## config.mk

```make
export PLATFORM = sky130hd
export DESIGN_NAME = q2e_cordic_cell
export DESIGN_NICKNAME = d
export VERILOG_FILES = /design/src/rtl/core/q2e_pkg.sv /design/src/rtl/core/q2e_cordic_cell.sv
export SDC_FILE = /design/constraint.sdc
export NUM_CORES = 2
export LEC_CHECK = 0
export CORE_ASPECT_RATIO = 0.8
export CORE_MARGIN = 2
export CORE_UTILIZATION = 55
export DETAILED_ROUTE_END_ITERATION = 12
export DONT_BUFFER_PORTS = 1
export GPL_ROUTABILITY_DRIVEN = 1
export PLACE_DENSITY = 0.73
export RECOVER_POWER = 100
export SLEW_MARGIN = 20
export SYNTH_ARGS = -nofsm -noshare
export SYNTH_HDL_FRONTEND = slang
export SYNTH_SLANG_ARGS = --single-unit
```

## constraint.sdc

```tcl
create_clock -name clk -period 15.9 [get_ports clk]
set_input_delay 2.385 -clock clk [delete_from_list [all_inputs] [get_ports clk]]
set_output_delay 2.385 -clock clk [all_outputs]
set_load 0.01 [all_outputs]
```

## src/rtl/core/q2e_pkg.sv

```systemverilog
// ----------------------------------------------------------------------------
// q2e_pkg
// Shared types, constants and tables for the quaternion to Euler angle block.
// ----------------------------------------------------------------------------
`default_nettype none
package q2e_pkg;
	localparam int CORDIC_STAGES = 16;
	localparam int QW = 32;
	localparam int AW = 16;
	localparam int VW = 40;   // cordic vector width, values stay below 2^37
	localparam int ZW = 28;   // angle accumulator width, Q.24
	localparam int SQ_STEPS = 31; // one result bit per cell of the root chain
	localparam int SW = 62;   // root remainder width

	localparam logic signed [ZW-1:0] ANG_PI = ZW'(52707179);
	localparam logic signed [VW-1:0] ONE_Q30 = VW'(64'sd1073741824);

	typedef logic signed [QW-1:0] quat_t;
	typedef logic signed [AW-1:0] angle_t;
	typedef logic signed [VW-1:0] vec_t;
	typedef logic signed [ZW-1:0] ang_acc_t;

	// one vector being rotated toward the x axis
	typedef struct packed {
		vec_t     x;
		vec_t     y;
		ang_acc_t z;
	} cvec_t;

	function automatic ang_acc_t atan_entry(input int i);
		case (i)
			0: atan_entry = ZW'(13176795);
			1: atan_entry = ZW'(7778716);
			2: atan_entry = ZW'(4110060);
			3: atan_entry = ZW'(2086331);
			4: atan_entry = ZW'(1047214);
			5: atan_entry = ZW'(524117);
			6: atan_entry = ZW'(262123);
			7: atan_entry = ZW'(131069);
			default: atan_entry = (i < 25) ? ZW'(65536 >> (i - 8)) : '0;
		endcase
	endfunction
endpackage
`default_nettype wire

```

## src/rtl/core/q2e_cordic_cell.sv

```systemverilog
// ----------------------------------------------------------------------------
// q2e_cordic_cell
// One registered vectoring micro-rotation, three lanes side by side.
// ----------------------------------------------------------------------------
`default_nettype none
module q2e_cordic_cell (
	input  wire logic             clk,
	input  wire logic [4:0]       shift,
	input  q2e_pkg::ang_acc_t     step_ang,
	input  q2e_pkg::cvec_t [2:0]  v_in,
	output q2e_pkg::cvec_t [2:0]  v_s1
);
	import q2e_pkg::*;
	always_ff @(posedge clk) begin
		for (int k = 0; k < 3; k++) begin
			if (!v_in[k].y[VW-1]) begin
				v_s1[k].x <= v_in[k].x + (v_in[k].y >>> shift);
				v_s1[k].y <= v_in[k].y - (v_in[k].x >>> shift);
				v_s1[k].z <= v_in[k].z + step_ang;
			end else begin
				v_s1[k].x <= v_in[k].x - (v_in[k].y >>> shift);
				v_s1[k].y <= v_in[k].y + (v_in[k].x >>> shift);
				v_s1[k].z <= v_in[k].z - step_ang;
			end
		end
	end
endmodule
`default_nettype wire

```

==> flow_metrics.tcl <==
set metrics [dict create \
    wl_met3_mm 20.8 \
    core_area_sq_um 78700 \
    dr.pass1.iters 6 \
    synthSimpleGateAreaFrac_pct 16.1 \
    ant_nets 0 \
    period_share_pct 79.7 \
    yosysSeqAreaShare_pct 14.8 \
    min_path_type "input port to flop" \
    setup_tns_ns 0 \
    crit_start "shift[4]" \
    vdd_drop_max_mv 0.112 \
    routed-wl-met2_mm 70.5 \
    final_hold_viol_count 0 \
    path_class "input port to flop" \
    postCtsSetupBuffers 0 \
    routedWlPerCell_um 26.5 \
    cap_violations 4 \
    grt_max_degree 304 \
    grt_pass1_vias 38157 \
    synth_top_area_share_pct 15.9 \
    fin_nets 5575 \
    gp_congestion 1.04 \
    pwr-share-seq_pct 33.2 \
    rsz0062_at_grt "no" \
    netlist-cell-type-count 116 \
    grt-ovfl-total 0 \
    violations "max-capacitance violations, max-slew violations" \
    die_y_um 256 \
    syn_to_final_growth_pct 2.61 \
    setup_violations 0 \
    muxShareOfSynthArea_pct 23.9 \
    num_vias 41477 \
    worst_pin_slew_ns 4.60 \
    remaining_drc_errors 0 \
    synth-xor-area-share_pct 10.7 \
    synth_top_family_by_area "multiplexers" \
    cp-end-kind "flop" \
    start_util_pct 55.6 \
    htreeDepth 2 \
    ys.flop_type "dfxtp_1" \
    grtUsageTotal_pct 36.5 \
    post-place-ws_ns 6.15 \
    postSynthCellCount 5092 \
    synth_compound_area_share_pct 20.1 \
    instances_no_fill 5941 \
    placementRows 92 \
    postSynth.asyncResetShare_pct 0 \
    die_area_sq_um 81800 \
    worst-path-max-fanout 251 \
    p_total_mw 4.55 \
    hold_start "v_in[136]" \
    portBuffers 0 \
    syn_area_sq_um 43800 \
    maxSlewViolCount 202 \
    worst_slack_ns 3.22 \
    p_int_mw 2.63 \
    placed_cells 5872 \
    power_density_nw_per_um2 101 \
    ctsHoldBuffers 0 \
    die_w_um 319 \
    status "finished with violations" \
    arrival_ns 13.18 \
    reg_top3 "v_s1: 324 flops" \
    synth-edff-count 0 \
    fillCellCount 7095 \
    yosys.cell_count.top_type "nor2_1" \
    grt_pass1_wl_mm 234 \
    p_sw_mw 1.92 \
    routed_wl_mm 158 \
    ys_ff_latch 324 \
    largest_reg_flops 324 \
    pwr-share-clk_pct 19.7 \
    regMostFlops "v_s1" \
    start_kind "input port" \
    io_pins 682 \
    synth_warnings 0 \
    swShare_pct 42.2 \
    synth_area_leaders "mux4_2 (16%), dfxtp_1 (15%), ha_1 (9.5%)" \
    power_frac_comb_pct 47.2 \
    grt_antenna_before_repair 5 \
    drive_gt1_share_pct 11.1 \
    cts.sinks 324 \
    cellLeakagePower_nw 18.3 \
    fin_crit_ns 12.68 \
    drt-vias-per-instance 6.98 \
    synth_commonest_cells "nor2_1 (503), a21oi_1 (416), nand2_1 (395)" \
    drt-met1-wl_mm 58.2 \
    synth.largest_area_cell "mux4_2" \
    cts_root_buf "clkbuf_16" \
    cts.repair.resized 0 \
    path_clk_slew_ns 0.06 \
    slew-limit-headroom_pct -207 \
    topRoutingLayerUsed "met5" \
    cts_buffers 37 \
    cts_tree "yes" \
    dp_hpwl_mm 122 \
    synthAdderAreaFrac_pct 9.88 \
    drt_iter0_drc 5352 \
    synth_nets 5790 \
    cts.path.max_buffers 3 \
    fmax_mhz 78.9 \
    post-route-util_pct 57.0 \
    cp.required_ns 16.40 \
    synth_area_per_cell_sq_um 8.59 \
]
-- power by group through the flow --
stage | Combinational (mW) | Sequential [mW] | Clock (mW)
6_report | 2.15 | 1.51 | 0.894
5_1_grt | 2.33 | 1.53 | 0.947
4_1_cts | 2.10 | 1.51 | 0.917
3_5_place_dp | 2.08 | 1.53 | 0
3_3_place_gp | 2.06 | 1.53 | 0
2_1_floorplan | 1.70 | 1.44 | 0
-- cells in the final DEF, fill, tap and decap left out, drive strengths merged, types with 28 or more instances in the layout --
cell / count
a211oi: 49
a21boi: 33
a21o: 147
a21oi: 417
a31oi: 91
and2: 56
and3: 53
clkbuf: 56
dfxtp: 324
ha: 331
inv: 143
mux2: 99
mux2i: 234
mux4: 309
nand2: 397
nand2b: 49
nand3: 89
nand4: 28
nor2: 504
nor2b: 57
nor3: 95
o211ai: 38
o21a: 72
o21ai: 257
o21bai: 35
o22ai: 42
or3: 33
xnor2: 373
xor2: 160
-- worst max-delay path, cell delays in order --
cell       delay [ns]
inv_6            1.14
clkbuf_1         2.25
nand2_1          1.18
clkbuf_1         0.83
o2bb2ai_1        0.38
a221oi_1         0.16
ha_1             0.29
nand3_1          0.13
nor3_1           0.11
and2_0           0.25
nand3b_1         0.16
inv_1            0.08
a21oi_1          0.16
xnor2_1          0.17
ha_1             0.33
and3_1           0.20
a31oi_1          0.15
o21ai_0          0.12
nor3_1           0.25
a311oi_1         0.20
a31oi_1          0.27
o21ai_0          0.16
or4_1            0.48
a31oi_1          0.33
o21ai_0          0.15
a21oi_1          0.19
xnor2_1          0.14
-- kinds of logic after synthesis --
logic type               count (synthesis)
AO/OA/AOI/OAI                         1374
XOR/XNOR                               533
adder cells (fa/ha/maj)                340
buffers and inverters                  416
flip-flops                             324
multiplexers                           642
AND/OR/NAND/NOR                       1463
-- final cells by class --
class                           instances  area, sq um  share of cell area, %
Timing Repair Buffer                   19          120                  0.268
Sequential cell                       324         6490                   14.4
Clock inverter                         15          215                  0.479
Clock buffer                           50         1040                   2.31
Antenna cell                            4         10.0                 0.0223
Tap cell                             1034         1290                   2.88
Multi-Input combinational cell       4352        35200                   78.4
Inverter                              143          552                   1.23
-- routing by layer --
layer	track usage, %	up-vias
met2	57.9	2756
met3	12.5	529
met5	0	-
met4	16.0	2
li1	-	18606
met1	44.9	19584
-- path summary, 6_finish.rpt --
check / end / cells after the start / slack, ns
max: v_s1[67]$_DFF_P_ / 27 / 3.22
min: v_s1[136]$_DFF_P_ / 1 / 1.93
-- through the flow --
step	hold WS, ns	area, sq um
2_1_floorplan	2.51	43800
3_3_place_gp	2.52	43700
3_5_place_dp	2.52	43700
4_1_cts	1.90	45000
5_1_grt	1.92	44900
6_report	1.93	44900
Power figures use the tool's default switching activity.
