`config.mk`:
```
export PLATFORM = sky130hd
export DESIGN_NAME = q2e_sqrt_cell
export DESIGN_NICKNAME = d
export VERILOG_FILES = /design/src/rtl/core/q2e_pkg.sv /design/src/rtl/core/q2e_sqrt_cell.sv
export SDC_FILE = /design/constraint.sdc
export NUM_CORES = 1
export LEC_CHECK = 0
export BUFFER_PORTS_ARGS = -buffer_cell sky130_fd_sc_hd__buf_2
export CAP_MARGIN = 15
export CORE_MARGIN = 2
export CORE_UTILIZATION = 35
export CTS_BUF_LIST = sky130_fd_sc_hd__clkbuf_16
export DETAILED_ROUTE_END_ITERATION = 8
export HOLD_SLACK_MARGIN = 0.06
export PLACE_DENSITY = 0.52
export SYNTH_ARGS = -nofsm -noshare
export SYNTH_HDL_FRONTEND = slang
export SYNTH_SLANG_ARGS = --single-unit
```
`constraint.sdc`:
```
create_clock -name clk -period 19.3 [get_ports clk]
set_input_delay 0.965 -clock clk [delete_from_list [all_inputs] [get_ports clk]]
set_output_delay 0.965 -clock clk [all_outputs]
set_load 0.02 [all_outputs]
```
`src/rtl/core/q2e_pkg.sv`:
```
// ----------------------------------------------------------------------------
// q2e_pkg
// Shared types, constants and tables for the quaternion to Euler angle block.
// ----------------------------------------------------------------------------
`default_nettype none
package q2e_pkg;
	localparam int CORDIC_STAGES = 16;
	localparam int QW = 32;
	localparam int AW = 16;
	localparam int VW = 40;   // cordic vector width, values stay below 2^37
	localparam int ZW = 28;   // angle accumulator width, Q.24
	localparam int SQ_STEPS = 31; // one result bit per cell of the root chain
	localparam int SW = 62;   // root remainder width

	localparam logic signed [ZW-1:0] ANG_PI = ZW'(52707179);
	localparam logic signed [VW-1:0] ONE_Q30 = VW'(64'sd1073741824);

	typedef logic signed [QW-1:0] quat_t;
	typedef logic signed [AW-1:0] angle_t;
	typedef logic signed [VW-1:0] vec_t;
	typedef logic signed [ZW-1:0] ang_acc_t;

	// one vector being rotated toward the x axis
	typedef struct packed {
		vec_t     x;
		vec_t     y;
		ang_acc_t z;
	} cvec_t;

	function automatic ang_acc_t atan_entry(input int i);
		case (i)
			0: atan_entry = ZW'(13176795);
			1: atan_entry = ZW'(7778716);
			2: atan_entry = ZW'(4110060);
			3: atan_entry = ZW'(2086331);
			4: atan_entry = ZW'(1047214);
			5: atan_entry = ZW'(524117);
			6: atan_entry = ZW'(262123);
			7: atan_entry = ZW'(131069);
			default: atan_entry = (i < 25) ? ZW'(65536 >> (i - 8)) : '0;
		endcase
	endfunction
endpackage
`default_nettype wire

```
`src/rtl/core/q2e_sqrt_cell.sv`:
```
// ----------------------------------------------------------------------------
// q2e_sqrt_cell
// One bit step of the restoring square root chain, registered.
// ----------------------------------------------------------------------------
`default_nettype none
module q2e_sqrt_cell (
	input  wire logic                      clk,
	input  wire logic [5:0]                bitpos,
	input  wire logic [q2e_pkg::SW-1:0]    rem_in,
	input  wire logic [30:0]               root_in,
	output logic      [q2e_pkg::SW-1:0]    rem_s1,
	output logic      [30:0]               root_s1
);
	import q2e_pkg::*;
	logic [SW+1:0] trial;
	logic [SW+1:0] rem_w;
	always_comb begin
		// try root bit at bitpos: (2*root + 2^b) * 2^b
		trial = ((SW+2)'(root_in) << (bitpos + 6'd1)) + ((SW+2)'(1) << (bitpos << 1));
		rem_w = (SW+2)'(rem_in);
	end
	always_ff @(posedge clk) begin
		if (rem_w >= trial) begin
			rem_s1  <= SW'(rem_w - trial);
			root_s1 <= root_in | (31'(1) << bitpos);
		end else begin
			rem_s1  <= rem_in;
			root_s1 <= root_in;
		end
	end
endmodule
`default_nettype wire

```
==> out/metrics.cfg <==
[logic_synthesis]
synth_warnings=0
netlist_instances=1589
synth_seq_cells=93
synth_fp_nets=1791
syn_area_um2=12830
ys.flop_type=dfxtp_1
seq_area_frac_synth_pct=14.51
syn_area_per_cell_um2=8.076
synthArstFlopShare_pct=0
synth_edf_count=0
ys_types=93

[setup_path]
end_kind=flip-flop
critPathKind=primary input to flip-flop
slowest_delay_ns=1.04
critPathSlowestCell=ha_2
worstPathRequired_ns=19.57
cpMostUsedCell=a21oi_1
arrival_ns=11.19
cp-start-kind=primary input
crit_fanout=52

[finish]
diodes=0
area_growth_pct=12.30
fin_area_um2=14410
drive_gt1_share_pct=23.31
fin_nets=1930

[min_path]
holdPathEnd=rem_s1[57]
hold_start=rem_in[57]
hold_path_class=primary input to flip-flop
whs_path_depth=2

[grt]
grt_max_degree=53
first_global_vias=12180
overflow=0
grt_pass1_wl_um=71370
globalRouteTotalUtil_pct=24.02
antenna_found_initial=1

[power]
p_clk_share_pct=17.4
power_switching_mw=0.5073
power.total_mw=1.141
power_density_nw_per_um2=79.18
internal_power_mw=0.6339
combPwrFrac_pct=60.3
share_seq_of_total_power_pct=22.3
max-vdd-ir-drop_mv=0.05046
p_leak_nw=6.175
switching_share_pct=44.45

[floorplanning]
pin_count=193
dieArea_um2=38210
die_height_um=195.5
start_util_pct=35.31
core_um2=36350
dieWidth_um=195.5
core.rowCount=70

[flow_run]
cap_violations=0

[clock_tree]
post_cts_buffers=0
htreeDepth=3
path_clk_slew_ns=0.07
clock_path_buffers=2
cts_resized=0
cts_sinks=93
cts_tree=yes
hold_buffers=0
cts_root_buf=clkbuf_16
numCtsBuffers=9

[detailed_routing]
drtIter0Drc=925
drt_pass1_iterations=6
vias=12890
wl_per_cell_um=21.19
avgViaCountPerCell=5.854
ant_nets=0
route.detailed.drc=0
routed_wl_um=46640

[outcome]
status=completed

[placed_design]
placed_cell_area_um2=14100
place_congestion=0.9696
dp_hpwl_um=37620
place.port_buffers=192

[timing]
period_needed_ns=10.92
finalSetupTns_ns=0
fin_hold_ws_ns=0.8176
rsz0062_at_grt=false
finalCritPeriodShare_pct=56.58
setup_viol=0
relSlewSlack_pct=26.94
worstMarginPinSlew_ns=1.086
timing.fmax_mhz=91.58
slew_violations=0
finalHoldViolCount=0

==> power groups by stage <==
stage               Sequential, mW  Clock [mW]  Combinational [mW]
floorplan                    0.326           0               0.437
global placement             0.259           0               0.680
detailed placement           0.259           0               0.682
CTS                          0.255       0.208               0.685
global route                 0.258       0.213               0.743
finish                       0.254       0.199               0.688
==> sequential cells by signal (all words and copies together) (netlist names) <==
signal,flops
root_s1,31
rem_s1,62
==> layer usage <==
metal  track usage, %  part of all wire [%]
met4            9.386                   3.1
met5                0                 0.026
met1            32.24                    46
met3            4.594                   5.7
met2            37.94                    45
==> critical path: cells and delay by family <==
kind | cells | cell delay (ns)
AOI/OAI and AO/OA | 19 | 3.95
buffers and inverters | 5 | 1.69
adders and majority gates | 3 | 1.82
muxes | 2 | 0.87
and+or+nand+nor | 7 | 1.68
==> logic make-up (layout without fill, tap and decap cells) <==
logic type | Yosys count | in the layout | synth area share, %
and+or+nand+nor | 519 | 519 | 20.16
AOI/OAI and AO/OA | 500 | 500 | 27.26
muxes | 150 | 150 | 15.97
buffers and inverters | 120 | 264 | 4.524
xor gates and xnor gates | 105 | 105 | 7.575
adders and majority gates | 102 | 102 | 10.00
DFF | 93 | 93 | 14.51
==> worst max-delay path by stage <==
stage	start	endpoint	slack, ns	depth (start not counted)
3_5_place_dp	bitpos[0]	rem_s1[8]	8.02	39
2_1_floorplan	bitpos[2]	rem_s1[27]	10.67	36
6_report	bitpos[0]	rem_s1[15]	8.38	36
5_1_grt	bitpos[0]	rem_s1[16]	7.50	36
4_1_cts	bitpos[0]	rem_s1[15]	8.44	39
3_3_place_gp	bitpos[0]	rem_s1[8]	8.07	39
==> per-stage QoR <==
step / instances / util (%) / setup slack, ns
after floorplan: 1589 / - / 10.67
after global placement: 2185 / 38.79 / 8.070
after detailed placement: 2185 / 38.79 / 8.017
after CTS: 2201 / 39.65 / 8.443
after global routing: 2201 / 39.65 / 7.497
final: 2201 / 39.65 / 8.380
==> cells in the mapped netlist, drive strengths merged (4+ instances only) <==
master | instances | area, um2
nand2 | 143 | 536.8
nor2 | 131 | 496.7
a21oi | 115 | 586.8
ha | 101 | 1264
dfxtp | 93 | 1862
o21ai | 86 | 434.2
mux2 | 82 | 1044
xnor2 | 67 | 639.4
a21o | 56 | 420.4
buf | 46 | 302.8
o21bai | 43 | 435.4
inv | 42 | 157.6
mux2i | 42 | 420.4
xor2 | 38 | 332.8
and2 | 37 | 231.5
nand3 | 34 | 175.2
nor3 | 33 | 180.2
clkbuf | 32 | 120.1
nor2b | 27 | 168.9
mux4 | 26 | 585.6
and3 | 25 | 157.6
nand4 | 21 | 137.6
a211oi | 19 | 142.6
o22ai | 19 | 118.9
o21a | 18 | 135.1
a31oi | 17 | 106.4
nand2b | 17 | 106.4
o211ai | 16 | 120.1
a41o | 12 | 120.1
and4 | 10 | 87.58
a41oi | 9 | 78.83
o31ai | 9 | 77.57
or2 | 9 | 56.31
a31o | 8 | 70.07
a22oi | 7 | 52.55
nor4 | 7 | 43.79
a21boi | 6 | 45.04
o221ai | 6 | 52.55
or3 | 6 | 37.54
a2111oi | 5 | 43.79
a311oi | 5 | 43.79
o2bb2ai | 5 | 43.79
a221oi | 4 | 35.03
a32oi | 4 | 42.55
nor3b | 4 | 30.03
==> layout make-up <==
| class | count | area [um2] |
|---|---|---|
| sequential | 93 | 1862 |
| clock inverter | 7 | 88.84 |
| tap | 468 | 585.6 |
| multi-input combinational | 1376 | 10430 |
| clock buffer | 9 | 225.2 |
| timing repair buffer | 206 | 1066 |
| inverter | 42 | 157.7 |
| fill | 3802 | 21930 |
==> placed cells by master (no fill, tap or decap), types with 10 or more instances in the layout <==
cell and n:
buf_4 14, xnor2_1 63, mux2i_1 42, a41o_1 12
o21a_1 18, mux2_2 50, o211ai_1 16, nand2_1 143
inv_1 40, nor2_1 129, and4_1 10, nand2b_1 17
buf_2 192, nor3_1 30, o21ai_0 82, mux4_2 26
nand4_1 20, a21oi_1 112, nand3_1 33, o22ai_1 19
a31oi_1 17, mux2_4 32, o21bai_2 30, a21o_1 56
nor2b_1 27, and2_1 36, and3_1 24, a211oi_1 19
dfxtp_1 93, o21bai_1 13, xor2_1 38, ha_1 100
Power figures use the tool's default switching activity.
